[src/sv/mset_pkg.sv]
// mset_pkg: shared types and command codes for the multi-slot event timer
// no dependencies; imported by the slot cell, the top level and the checker
`timescale 1ns / 1ps

package mset_pkg;

    typedef enum logic [1:0] {
        CMD_TICK      = 2'd0,
        CMD_CONFIGURE = 2'd1,
        CMD_ENABLE    = 2'd2,
        CMD_DISABLE   = 2'd3
    } t_cmd;

    typedef struct packed {
        logic [1:0]  command;
        logic [3:0]  slot;
        logic [31:0] now;
        logic [31:0] interval;
        logic        oneshot;
        logic        fixed_rate;
    } t_in_beat;

    typedef struct packed {
        logic       fired;
        logic [3:0] fired_slot;
        logic       slot_enabled;
        logic       last;
    } t_out_beat;

    // broadcast from the top level to every slot cell
    typedef struct packed {
        logic        start;     // tick accepted: latch due flags, load token
        logic        step;      // token advances one cell
        logic        wr_cfg;
        logic        wr_en;
        logic        wr_dis;
        logic [3:0]  slot;
        logic [31:0] now;
        logic [31:0] interval;
        logic        oneshot;
        logic        fixed_rate;
    } t_cell_ctl;

    typedef enum logic [2:0] {
        S_IDLE  = 3'b001,
        S_WALK  = 3'b010,
        S_FLUSH = 3'b100
    } t_state;

endpackage

[src/sv/mset_cell.sv]
// mset_cell: one timer slot with its flags, period, due time and walk token
// depends on mset_pkg; chained by multi_slot_event_timer
`timescale 1ns / 1ps

module mset_cell
    import mset_pkg::*;
#(
    parameter int IDX = 0
) (
    input  logic      i_clk,
    input  logic      i_rst_n,
    input  t_cell_ctl i_ctl,
    input  logic      i_tok,
    output logic      o_tok,
    output logic      o_fire
);

    localparam bit         ADDRESSABLE = (IDX < 16);
    localparam logic [3:0] ID4         = 4'(IDX);

    logic        r_en, r_os, r_fr, r_hit, r_tok;
    logic [31:0] r_period, r_due;
    logic        sel;
    logic        fire;

    assign sel  = ADDRESSABLE && (i_ctl.slot == ID4);
    assign fire = r_tok && r_hit;

    always_ff @(posedge i_clk) begin
        if (!i_rst_n) begin
            r_en     <= 1'b0;
            r_os     <= 1'b0;
            r_fr     <= 1'b0;
            r_hit    <= 1'b0;
            r_tok    <= 1'b0;
            r_period <= '0;
            r_due    <= '0;
        end else begin
            if (i_ctl.start) begin
                r_hit <= r_en && !(r_due > i_ctl.now);
                r_tok <= (IDX == 0);
            end else if (i_ctl.step) begin
                r_tok <= i_tok;
            end

            if (i_ctl.step && fire) begin
                if (r_os) begin
                    r_en <= 1'b0;
                end else if (r_fr) begin
                    r_due <= r_due + r_period;
                end else begin
                    r_due <= i_ctl.now + r_period;
                end
            end

            if (sel && i_ctl.wr_cfg) begin
                r_period <= i_ctl.interval;
                r_os     <= i_ctl.oneshot;
                r_fr     <= i_ctl.fixed_rate;
                r_en     <= 1'b0;
            end else if (sel && i_ctl.wr_en) begin
                r_due <= i_ctl.now + r_period;
                r_en  <= 1'b1;
            end else if (sel && i_ctl.wr_dis) begin
                r_en <= 1'b0;
            end
        end
    end

    assign o_tok  = r_tok;
    assign o_fire = fire;

endmodule

[config.mk]
export PLATFORM = sky130hd
export DESIGN_NAME = mset_cell
export DESIGN_NICKNAME = d
export VERILOG_FILES = /design/src/sv/mset_pkg.sv /design/src/sv/mset_cell.sv
export SDC_FILE = /design/constraint.sdc
export NUM_CORES = 1
export LEC_CHECK = 0
export BUFFER_PORTS_ARGS = -buffer_cell sky130_fd_sc_hd__buf_2
export CAP_MARGIN = 15
export CORE_MARGIN = 2
export CORE_UTILIZATION = 56
export CTS_BUF_LIST = sky130_fd_sc_hd__clkbuf_4
export DETAILED_ROUTE_END_ITERATION = 12
export GPL_TIMING_DRIVEN = 0
export PLACE_DENSITY = 0.91
export SETUP_SLACK_MARGIN = 0.15
export SYNTH_ARGS = -nofsm -noshare
export SYNTH_HDL_FRONTEND = slang
export SYNTH_SLANG_ARGS = --single-unit
[constraint.sdc]
create_clock -name i_clk -period 2.95 [get_ports i_clk]
set_clock_uncertainty 0.05 [all_clocks]
set_input_delay 0.1475 -clock i_clk [delete_from_list [all_inputs] [get_ports i_clk]]
set_output_delay 0.1475 -clock i_clk [all_outputs]
set_load 0.05 [all_outputs]
* After elaboration in Yosys (flattened, before gate mapping)
Cells that the tools add are included.
** Storage, ports and cells
- Bits of input ports :: 78
- Output and inout port bits :: 2
- Bits in registers :: 69
- Logic and storage cells :: 35
** Cells by class
- Multiplexer cells :: 11
- Bitwise operators :: 1
- Reduce and logical (&&, ||, !) cells :: 13
- Add/subtract/negate cells :: 2
- $lt $le $gt $ge :: 1
** Operators with widths (number)
- 32-bit 2-to-1 mux :: 5
- 32-bit adder :: 2
- 32-bit greater-than comparator :: 1
- 1-bit logical AND :: 6
- 1-bit 2-to-1 mux :: 6
- 3-bit nonzero test :: 2
- 4-bit logical NOT :: 1
- 2-bit AND reduction :: 1
- 2-bit nonzero test :: 1
- 2-bit OR reduction :: 1
- 1-bit logical NOT :: 1
- 1-bit NOT :: 1

* Logic depth before layout (Yosys ltp)
Gate-level depths: netlist of run 1.
- Word-level depth :: 6
- Gate-level depth with buffers :: 11
- Depth with buffers taken out :: 11

* Worst setup path before layout of run 1
No wires, ideal clock.
- Kind :: flip-flop to flip-flop
- Start :: reg r_period[0]
- End :: reg r_due[28]
- Stages on the path, launching flop included :: 12
- Slack :: 0.049 ns
- Arrival time :: 2.724 ns
- Setup time :: 0.127 ns
- Data required time :: 2.773 ns
- Clock period less this slack :: 2.901 ns
- Cell sequence :: dfxtp_1 ha_1 fa_1 a21oi_1 o211ai_1 a221oi_1 o21ai_0 a21oi_1 nor2_1 a221oi_1 mux2i_1 o211ai_2
** Between the ends
- Cells in the longest elaborated chain, start to end :: 6
** RTL lines
- start, declared :: line mset_cell.sv:22 : logic [31:0] r_period, r_due;
- start signal, assigned :: line mset_cell.sv:57 : r_period <= i_ctl.interval;
- 32-bit adder (on tied branches) :: line mset_cell.sv:52, mset_cell.sv:62, mset_cell.sv:50
- 32-bit 2-to-1 mux :: line mset_cell.sv:49 : end else if (r_fr) begin
- 32-bit 2-to-1 mux :: line mset_cell.sv:47 : if (r_os) begin
- 32-bit 2-to-1 mux :: line mset_cell.sv:46 : if (i_ctl.step && fire) begin
- 32-bit 2-to-1 mux :: line mset_cell.sv:61 : end else if (sel && i_ctl.wr_en) begin
- 32-bit 2-to-1 mux (*) :: line mset_cell.sv:56 : if (sel && i_ctl.wr_cfg) begin
- end signal, assigned :: line mset_cell.sv:50 : r_due <= r_due + r_period;
- end signal, assigned :: line mset_cell.sv:52 : r_due <= i_ctl.now + r_period;
- end signal, assigned :: line mset_cell.sv:62 : r_due <= i_ctl.now + r_period;
- end, declared :: line mset_cell.sv:22
Every way passes the cells marked *; elsewhere a longest branch is shown, timed or not.
A chain may end at the register's enable or synchronous reset.

* Worst setup path in the final report of run 1
Same ends and word-level chain as after synthesis.

==> key figures, run 1 <==
Status
  • Status: finished with violations
  • Failing checks: negative setup slack

Yosys
  • Main flop type after synthesis: dfxtp_1
  • Post-synth net total: 1089
  • Syn_area_per_cell: 7.43 µm²
  • Cell taking the most area after synthesis: dfxtp_1
  • Adder-cell share of the synthesized area: 17.9%
  • Synth async-reset ratio: 0%
  • Largest cells by area after synthesis: dfxtp_1, ha_1, a21oi_1, nand2_1, a21o_1
  • Sequential fraction of the synthesis area: 20.3%
  • EDFF count, synth: 0
  • Share of the synthesized area in the top cell type: 20.3%
  • Top-count cell post-synth: nand2_1
  • Post-Synth Simple-Gate Area: 18.2%
  • Mux contribution to synthesized area: 0.589%
  • Post-synthesis compound-gate area fraction: 31.0%
  • Cell Area, Synth: 6800 µm²
  • Cells after Synth: 915
  • Synth Area in XOR/XNOR: 6.95%
  • #FFs+latches synth: 69
  • Synth cell count leaders: nand2_1, a21oi_1, ha_1
  • Largest family of logic cells by synthesized area: compound AO/OA/AOI/OAI gates
  • Synth unique cells: 69
  • Yosys warnings: 0

Drt
  • Routed met1 length: 9.33 mm
  • Routed wl met3: 1.99 mm
  • Drt wl/cell: 18.6 µm
  • Metal2 WL: 10.5 mm
  • Via Count: 7751
  • Vias per inst: 6.33
  • Post-route antenna net violation count: 0
  • DR iter-0 viols: 681
  • Pre-antenna DRT Iters: 6
  • Max Used Layer: met4
  • Routed WL: 22.7 mm
  • Drt drc: 0

Die
  • Die H: 114 µm
  • I/O pins: 80
  • CORE AREA: 11900 µm²
  • Die Wd: 114 µm
  • Die area: 13000 µm²
  • Rows: 40
  • Initial Util: 57.1%

Hold path
  • Hold_sp: i_ctl[65]
  • Worst hold endpoint: r_due[31]$_SDFF_PN0_
  • Hold/Removal Path Class: in2reg
  • WHS Path Cells: 4

Worst setup path
  • Worst setup EP type: flip-flop
  • Critical path class: reg2reg
  • Arrival time worst endpoint: 3.28 ns
  • Worst Path Required: 3.27 ns
  • Flop2flop setup slack: -0.008 ns
  • CP max-delay cell: dfxtp_4
  • Startpoint Class: flip-flop
  • CP max stage delay: 0.38 ns
  • Crit path cell chain: ha_4 -> fa_2 -> a21oi_2 -> o211ai_1 -> a221oi_2 -> buf_4 -> o21ai_2 -> a21oi_2 -> nor2_2 -> a221oi_2 -> mux2i_2 -> o211ai_2
  • RR Endpoint: r_due[28]$_SDFF_PN0_
  • CP max FO: 3
  • Number of buffers and inverters on the critical path: 1
  • R2r startpoint: r_period[0]$_SDFFE_PN0P_
  • Cell family with most CP delay: compound AO/OA/AOI/OAI gates
  • Worst r2r path cells: 12

Timing
  • Clock period minus worst slack: 2.96 ns
  • Setup TNS: -0.00797 ns
  • Final Hold Fails: 0
  • Final worst slack: -0.00797 ns
  • Tcrit/Tclk final: 100%
  • Fmax: 338 MHz
  • RSZ-0062 raised after global routing: true
  • Final number of setup-violating endpoints: 1
  • Worst-margin pin slew: 0.930 ns
  • Slew margin rel.: 37.8%
  • Slew Viols, Final: 0

Global routing
  • Congestion Overflow GR: 0
  • First-pass GRT wire length: 35.5 mm
  • Initial antenna violation count: 0
  • GRT Total Usage: 34.6%
  • Vias in the first global route: 7382
  • Largest net degree at the start of global routing: 14

Placement
  • Dpl cell area: 7390 µm²
  • I/O Buffers: 79
  • HPWL Detailed: 15.9 mm
  • Pre-CTS setup slack: -0.553 ns
  • Gpl congestion: 0.984

Power and ir drop
  • Power after layout: 2.15 mW
  • Leak Pwr: 3.92 nW
  • PwrDens: 250 nW/µm²
  • VDD IR max: 0.000510 V

Final layout
  • Net count, final: 1247
  • Post-layout util: 72.0%
  • Seq. cell area: 1400 µm²
  • Share of cells above drive strength 1: 19.4%
  • Area grow syn2layout: 26.1%
  • ANT cells: 0
  • Multi-input logic area: 5450 µm²
  • Final instance area: 8580 µm²
  • # fillers: 878

Clock network
  • Root Buffer: clkbuf_4
  • TritonCTS Buffers: 9
  • TritonCTS Sinks: 69
  • H-tree depth: 3
  • TritonCTS clock tree: built
  • Worst-Skew Late Latency: 0.50 ns
  • Clk pin slew, worst setup/hold paths: 0.13 ns
  • Clock Path Buffers: 2

Job
  • Maxcap violations: 0
-- metrics by stage --
stage          instances  hold WS (ns)
2_1_floorplan        915         0.233
3_3_place_gp        1141         0.338
3_5_place_dp        1141         0.343
4_1_cts             1214        0.0420
5_1_grt             1225        0.0892
6_report            1225        0.0849
-- layout by cell type, fill, tap and decap left out, types with 20 or more instances in the layout --
| cell type | netlist | routed |
|---|---|---|
| nand2_1 | 129 | 129 |
| a21oi_1 | 122 | 112 |
| buf_2 | 1 | 81 |
| ha_1 | 94 | 80 |
| dfxtp_1 | 69 | 59 |
| inv_1 | 53 | 53 |
| nor2_1 | 54 | 52 |
| o21ai_0 | 53 | 46 |
| dlygate4sd3_1 | 0 | 40 |
| a21o_1 | 39 | 39 |
| clkbuf_1 | 35 | 33 |
| xnor2_1 | 30 | 29 |
| buf_4 | 0 | 24 |
| xor2_1 | 24 | 23 |
| nand4_1 | 20 | 20 |
-- tightest hold or removal path, delay by kind of cell --
family                 cells  cell delay [ns]
buffers and inverters      1             0.11
XOR/XNOR                   2             0.26
AO/OA/AOI/OAI              1             0.07
-- state kept, by name, indices dropped and copies added (netlist names) --
register / count
r_fr: 1
r_period: 32
r_en: 1
r_due: 32
o_tok: 1
r_hit: 1
r_os: 1
-- per-layer routing --
metal,up-vias,track usage (%)
met3,92,8.58
li1,3680,-
met1,3565,42.5
met5,-,0
met2,414,57.1
met4,0,15.9
-- kinds of logic (layout without fill, tap and decap cells) --
group           count (synthesis)  count (layout)
mux                             4               4
fa+ha+maj                      96              96
flops                          69              69
xor+xnor                       54              54
compound gates                330             330
buf+inv                        91             254
simple gates                  271             271
-- what timing repair did --
| item | in CTS | in global routing |
|---|---|---|
| setup buffers | 17 | 11 |
| hold buffers | 40 | 0 |
| pin swaps | 23 | 25 |
| setup endpoints to repair | 13 | 15 |
| gates resized for setup | 39 | 50 |
| endpoints found under the hold margin | 39 | 0 |
-- power breakdown --
group          total (mW)  internal (mW)  switching [mW]
sequential          0.959          0.944          0.0152
clock               0.771          0.344           0.426
combinational       0.419          0.186           0.233
total                2.15           1.47           0.675
-- worst max-delay path by stage --
| stage | cells after the start | start | slack (ns) | end |
|---|---|---|---|---|
| global placement | 11 | r_period[0]$_SDFFE_PN0P_ | -0.47 | r_due[28]$_SDFF_PN0_ |
| finish | 12 | r_period[0]$_SDFFE_PN0P_ | -0.008 | r_due[28]$_SDFF_PN0_ |
| floorplan | 11 | r_period[0]$_SDFFE_PN0P_ | 0.16 | r_due[28]$_SDFF_PN0_ |
| CTS | 12 | r_period[0]$_SDFFE_PN0P_ | 0.005 | r_due[28]$_SDFF_PN0_ |
| detailed placement | 11 | r_period[0]$_SDFFE_PN0P_ | -0.55 | r_due[28]$_SDFF_PN0_ |
| global route | 12 | r_period[0]$_SDFFE_PN0P_ | -0.12 | r_due[28]$_SDFF_PN0_ |
-- cell type report --
| cell class | instances | share of cell area [%] |
|---|---|---|
| plain buffers | 37 | 1.71 |
| clock buffers | 9 | 0.788 |
| clock inverters | 7 | 1.17 |
| inverters | 54 | 2.36 |
| multi-input cells | 755 | 63.5 |
| flip-flops and latches | 69 | 16.3 |
| well taps | 147 | 2.14 |
| repair buffers | 147 | 12.0 |
No activity file was read; power rests on OpenSTA's default activity.
==> inputs of run 2 (changes only) <==
CORE_UTILIZATION = 66   (was 56)
PLACE_DENSITY = 0.95   (was 0.91)
clock period = 3.61 ns   (was 2.95 ns; I/O delays follow)
==> run 2 against run 1 <==
Global-route usage grew 6.9 points. Power is 19% lower. Sequential share of layout area is 1.0 points higher. Clock-buffer cell count unchanged. Clock power shrank 18%. Register-to-register slack improved by 0.29 ns. The flow now finishes without violations. Sequential power decreased by 18%.
==> key figures, run 2 (synthesized netlist as in run 1, its figures left out) <==
Status
  • Status: complete, no violations

Timing
  • Clock period minus worst slack: 3.32 ns
  • Hold slack: 0.0325 ns
  • Final Hold Fails: 0
  • Tcrit/Tclk final: 92.1%
  • Final worst slack: 0.285 ns
  • Worst-margin pin slew: 0.865 ns
  • Slew margin rel.: 42.3%
  • RSZ-0062 raised after global routing: true
  • Fmax: 301 MHz
  • Slew Viols, Final: 0
  • Final number of setup-violating endpoints: 0
  • Setup TNS: 0 ns

Worst setup path
  • CP max stage delay: 0.72 ns
  • Arrival time worst endpoint: 3.66 ns
  • Crit path cell chain: ha_1 -> nand2_1 -> nor3_1 -> o211ai_1 -> a21oi_1 -> a2111oi_2 -> o31ai_1 -> xnor2_1 -> nor2_1 -> a221o_1
  • CP max-delay cell: a21oi_1
  • Number of buffers and inverters on the critical path: 0
  • Critical path class: reg2reg
  • Worst Path Required: 3.94 ns
  • Worst setup EP type: flip-flop
  • Cell family with most CP delay: compound AO/OA/AOI/OAI gates
  • Worst r2r path cells: 10
  • CP max FO: 5
  • Startpoint Class: flip-flop
  • Critical Path Stages: 10

Global routing
  • Initial antenna violation count: 1
  • Congestion Overflow GR: 0
  • Vias in the first global route: 7534
  • GRT Total Usage: 41.4%
  • First-pass GRT wire length: 36.2 mm
  • Largest net degree at the start of global routing: 14

Clock network
  • TritonCTS Sinks: 69
  • TritonCTS Buffers: 9
  • Root Buffer: clkbuf_4
  • Worst-Skew Late Latency: 0.50 ns
  • H-tree depth: 3
  • TritonCTS clock tree: built
  • Clk pin slew, worst setup/hold paths: 0.15 ns
  • Clock Path Buffers: 2

Die
  • Die H: 106 µm
  • Die Wd: 106 µm
  • Initial Util: 66.8%
  • I/O pins: 80
  • CORE AREA: 10200 µm²
  • Die area: 11100 µm²
  • Rows: 37

Final layout
  • Final instance area: 7970 µm²
  • Commonest non-fill, non-tap cells in the layout: nand2_1, a21oi_1, ha_1, buf_2, dfxtp_1
  • Net count, final: 1218
  • Biggest regs: r_due x32, r_period x32
  • Area grow syn2layout: 17.1%
  • Post-layout util: 78.2%
  • Post-Layout Cell Count: 1186
  • Share of cells above drive strength 1: 11.8%
  • Commonest non-fill, non-tap cell in the layout: nand2_1

Placement
  • Dpl cell area: 7370 µm²
  • Pre-CTS setup slack: -0.174 ns
  • Placed cell count: 1130
  • I/O Buffers: 79
  • HPWL Detailed: 16.4 mm
  • Gpl congestion: 0.979

Drt
  • Post-route antenna net violation count: 0
  • Pre-antenna DRT Iters: 8
  • Drt drc: 0
  • Vias per inst: 6.46
  • DR iter-0 viols: 779
  • Drt wl/cell: 19.3 µm
  • Via Count: 7660
  • Routed WL: 22.9 mm

Power and ir drop
  • PwrDens: 219 nW/µm²
  • Switch share: 31.6%
  • Combinational power share: 18.8%
  • Int Pwr: 1.20 mW
  • VDD IR max: 0.000419 V
  • Power share of the clock group: 36.3%
  • Power after layout: 1.75 mW
  • Flop pwr share: 44.8%
  • Leak Pwr: 3.75 nW
  • Net switching power: 553 µW

Job
  • Maxcap violations: 0

Hold path
  • Hold/Removal Path Class: in2reg
  • WHS Path Cells: 3
## run 2: worst reg2reg max path, cell delays in order, from the launching register on
cell	delay, ns
dfxtp_1	0.38
ha_1	0.35
nand2_1	0.10
nor3_1	0.31
o211ai_1	0.21
a21oi_1	0.72
a2111oi_2	0.22
o31ai_1	0.38
xnor2_1	0.17
nor2_1	0.06
a221o_1	0.26
## run 2: layout make-up
cell class                      count  area (µm²)
Clock inverter                      7         100
Buffer                             37         141
Tap cell                          136         170
Multi-Input combinational cell    755        5120
Fill cell                         754        2220
Sequential cell                    69        1380
Timing Repair Buffer              118         783
Clock buffer                        9        67.6
Inverter                           54         203
Antenna cell                        1        2.50
## run 2: routing by layer
metal,up-vias,global-route usage (%),part of all wire [%]
met3,126,9.59,9.7
met4,0,25.8,6.1
li1,3602,-,-
met2,462,67.8,46
met1,3470,48.9,38
met5,-,0,0
## run 2: final timing paths
path	end	slack (ns)	startpoint
worst min register to register	r_hit$_SDFFE_PN0P_	0.41	r_hit$_SDFFE_PN0P_
worst min-delay path	r_due[26]$_SDFF_PN0_	0.03	i_rst_n
worst max register to register	r_due[29]$_SDFF_PN0_	0.29	r_period[4]$_SDFFE_PN0P_
worst max-delay path	r_due[29]$_SDFF_PN0_	0.29	r_period[4]$_SDFFE_PN0P_
## run 2: power groups by stage
stage / logic (mW) / registers (mW) / clock network (mW)
after floorplan: 0.172 / 0.799 / 0
after global placement: 0.271 / 0.799 / 0
after detailed placement: 0.278 / 0.800 / 0
after CTS: 0.313 / 0.783 / 0.619
after global routing: 0.357 / 0.785 / 0.662
final: 0.329 / 0.784 / 0.635
## run 2: what timing repair did
| action | 4_1_cts | 5_1_grt |
|---|---|---|
| pin swaps | 1 | 1 |
| hold buffers | 38 | 0 |
| endpoints found under the hold margin | 37 | 0 |
| buffers inserted | 0 | 1 |
| gates resized for setup | 2 | 7 |
| setup endpoints to repair | 5 | 5 |
| cloned | 0 | 0 |
==> inputs of run 3 (changes only) <==
==> constraint.sdc (replaced) <==
create_clock -name i_clk -period 3.61 [get_ports i_clk]
set_clock_uncertainty 0.05 [all_clocks]
set_input_delay 0.361 -clock i_clk [delete_from_list [all_inputs] [get_ports i_clk]]
set_output_delay 0.361 -clock i_clk [all_outputs]
set_load 0.05 [all_outputs]
==> run 3 against run 2 <==
Hold slack better by 0.0086 ns. Critical path type unchanged. Critical endpoint is now r_due[28]$_SDFF_PN0_. Sequential share of layout area up 0.88 points. Non-clock buffer count down 38. Global-route usage down 3.1 points.
==> key figures, run 3 (synthesized netlist as in run 1, its figures left out) <==
Timing
  • RSZ-0062 raised after global routing: true
  • Final number of setup-violating endpoints: 0
  • Slew Viols, Final: 0
  • Worst-margin pin slew: 0.796 ns
  • Setup TNS: 0 ns
  • Clock period minus worst slack: 3.32 ns
  • Slew margin rel.: 46.9%
  • Fmax: 301 MHz
  • Final Hold Fails: 0
  • Tcrit/Tclk final: 92.0%

Worst setup path
  • Worst Path Required: 3.93 ns
  • RR Endpoint: r_due[28]$_SDFF_PN0_
  • Startpoint Class: flip-flop
  • Most frequent CP cell: a21oi_2
  • CP max stage delay: 0.46 ns
  • Worst r2r path cells: 11
  • Arrival time worst endpoint: 3.64 ns
  • R2r startpoint: r_period[0]$_SDFFE_PN0P_
  • CP max-delay cell: a221oi_4
  • Critical path class: reg2reg
  • Crit path cell chain: ha_1 -> fa_1 -> a21oi_2 -> o211ai_1 -> a221oi_4 -> o21ai_1 -> a21oi_2 -> nor2_1 -> a221oi_2 -> mux2i_2 -> o211ai_2
  • Number of buffers and inverters on the critical path: 0
  • Cell family with most CP delay: compound AO/OA/AOI/OAI gates
  • Worst setup EP type: flip-flop
  • CP max FO: 4
  • Flop2flop setup slack: 0.29 ns

Placement
  • I/O Buffers: 79
  • Gpl congestion: 0.979
  • Placed cell count: 1130
  • Dpl cell area: 7370 µm²
  • HPWL Detailed: 16.4 mm

Die
  • I/O pins: 80
  • CORE AREA: 10200 µm²
  • Initial Util: 66.8%
  • Die area: 11100 µm²
  • Die H: 106 µm
  • Die Wd: 106 µm
  • Rows: 37

Clock network
  • Clk pin slew, worst setup/hold paths: 0.15 ns
  • Root Buffer: clkbuf_4
  • Clock Path Buffers: 2
  • Worst-Skew Late Latency: 0.49 ns
  • Hold_buf cts: 0
  • TritonCTS Sinks: 69
  • TritonCTS Buffers: 9
  • H-tree depth: 3
  • TritonCTS clock tree: built

Drt
  • Vias per inst: 6.39
  • Drt drc: 0
  • Drt wl/cell: 18.4 µm
  • Pre-antenna DRT Iters: 5
  • Via Count: 7327
  • Post-route antenna net violation count: 0
  • DR iter-0 viols: 648
  • Routed WL: 21.1 mm

Global routing
  • GRT Total Usage: 38.3%
  • First-pass GRT wire length: 33.5 mm
  • Largest net degree at the start of global routing: 14
  • Vias in the first global route: 7018
  • Congestion Overflow GR: 0
  • Initial antenna violation count: 0

Status
  • Status: complete, no violations

Final layout
  • Share of cells above drive strength 1: 12.3%
  • Commonest non-fill, non-tap cell in the layout: nand2_1
  • Final instance area: 7580 µm²
  • ANT cells: 0
  • Commonest non-fill, non-tap cells in the layout: nand2_1, a21oi_1, ha_1, buf_2, dfxtp_1
  • Post-Layout Cell Count: 1147
  • Net count, final: 1180
  • Biggest regs: r_due x32, r_period x32
  • Area grow syn2layout: 11.5%

Power and ir drop
  • Leak Pwr: 3.58 nW
  • VDD IR max: 0.000401 V
  • PwrDens: 225 nW/µm²

Hold path
  • WHS Path Cells: 3
  • Hold/Removal Path Class: in2reg
  • Worst hold endpoint: r_period[23]$_SDFFE_PN0P_
  • Hold_sp: i_ctl[25]

Job
  • Maxcap violations: 0
run 3: cell count changes in the layout (fill, tap and decap cells not counted), sizes merged:
| cell | before | now |
|---|---|---|
| diode | 1 | 0 |
| dlygate4sd3 | 38 | 0 |
run 3: worst reg2reg max path: stages, from the launching register on:
cell      delay (ns)
dfxtp_1         0.35
ha_1            0.21
fa_1            0.42
a21oi_2         0.21
o211ai_1        0.23
a221oi_4        0.46
o21ai_1         0.18
a21oi_2         0.22
nor2_1          0.13
a221oi_2        0.35
mux2i_2         0.30
o211ai_2        0.10
run 3: worst max path at each step:
| stage | from | end | slack (ns) | cells after the start |
|---|---|---|---|---|
| floorplan | i_ctl[34] | r_due[28]$_SDFF_PN0_ | 0.65 | 11 |
| global placement | i_ctl[34] | r_due[28]$_SDFF_PN0_ | -0.31 | 12 |
| detailed placement | i_ctl[34] | r_due[28]$_SDFF_PN0_ | -0.35 | 12 |
| CTS | r_period[0]$_SDFFE_PN0P_ | r_due[28]$_SDFF_PN0_ | 0.15 | 11 |
| global route | r_period[0]$_SDFFE_PN0P_ | r_due[28]$_SDFF_PN0_ | 0.12 | 11 |
| finish | r_period[0]$_SDFFE_PN0P_ | r_due[28]$_SDFF_PN0_ | 0.29 | 11 |
run 3: power by group:
| group | switching (mW) | total, mW | internal, mW |
|---|---|---|---|
| Combinational | 0.176 | 0.291 | 0.115 |
| Clock | 0.348 | 0.630 | 0.281 |
| Sequential | 0.0114 | 0.784 | 0.772 |
run 3: area by class of cell:
cell class,count,area [µm²]
multi-input cells,755,5120
fillers,841,2600
flip-flops and latches,69,1380
repair buffers,80,403
inverters,54,203
well taps,136,170
plain buffers,37,141
clock inverters,7,100
clock buffers,9,67.6
run 3: timing repair:
action                     in CTS  in global routing
cloned                          0                  0
setup endpoints to repair       5                  5
buffers inserted                0                  1
pin swaps                       1                  1
gates resized for setup         2                  7
run 3: per-layer routing:
metal | share of wire (%) | vias up | global-route usage [%]
li1 | - | 3524 | -
met1 | 40 | 3341 | 47.4
met2 | 46 | 383 | 61.8
met3 | 9.3 | 79 | 8.66
met4 | 4.6 | 0 | 20.6
met5 | 0 | - | 0
run 3: metrics by stage:
step	worst slack [ns]	hold WS, ns	utilization, %	power (mW)
after floorplan	0.647	0.377	-	0.971
after detailed placement	-0.354	0.399	72.3	1.08
final	0.290	0.0411	74.5	1.70
after global placement	-0.306	0.392	72.3	1.07
after global routing	0.122	0.0453	74.5	1.76
after CTS	0.154	0.0435	74.2	1.68
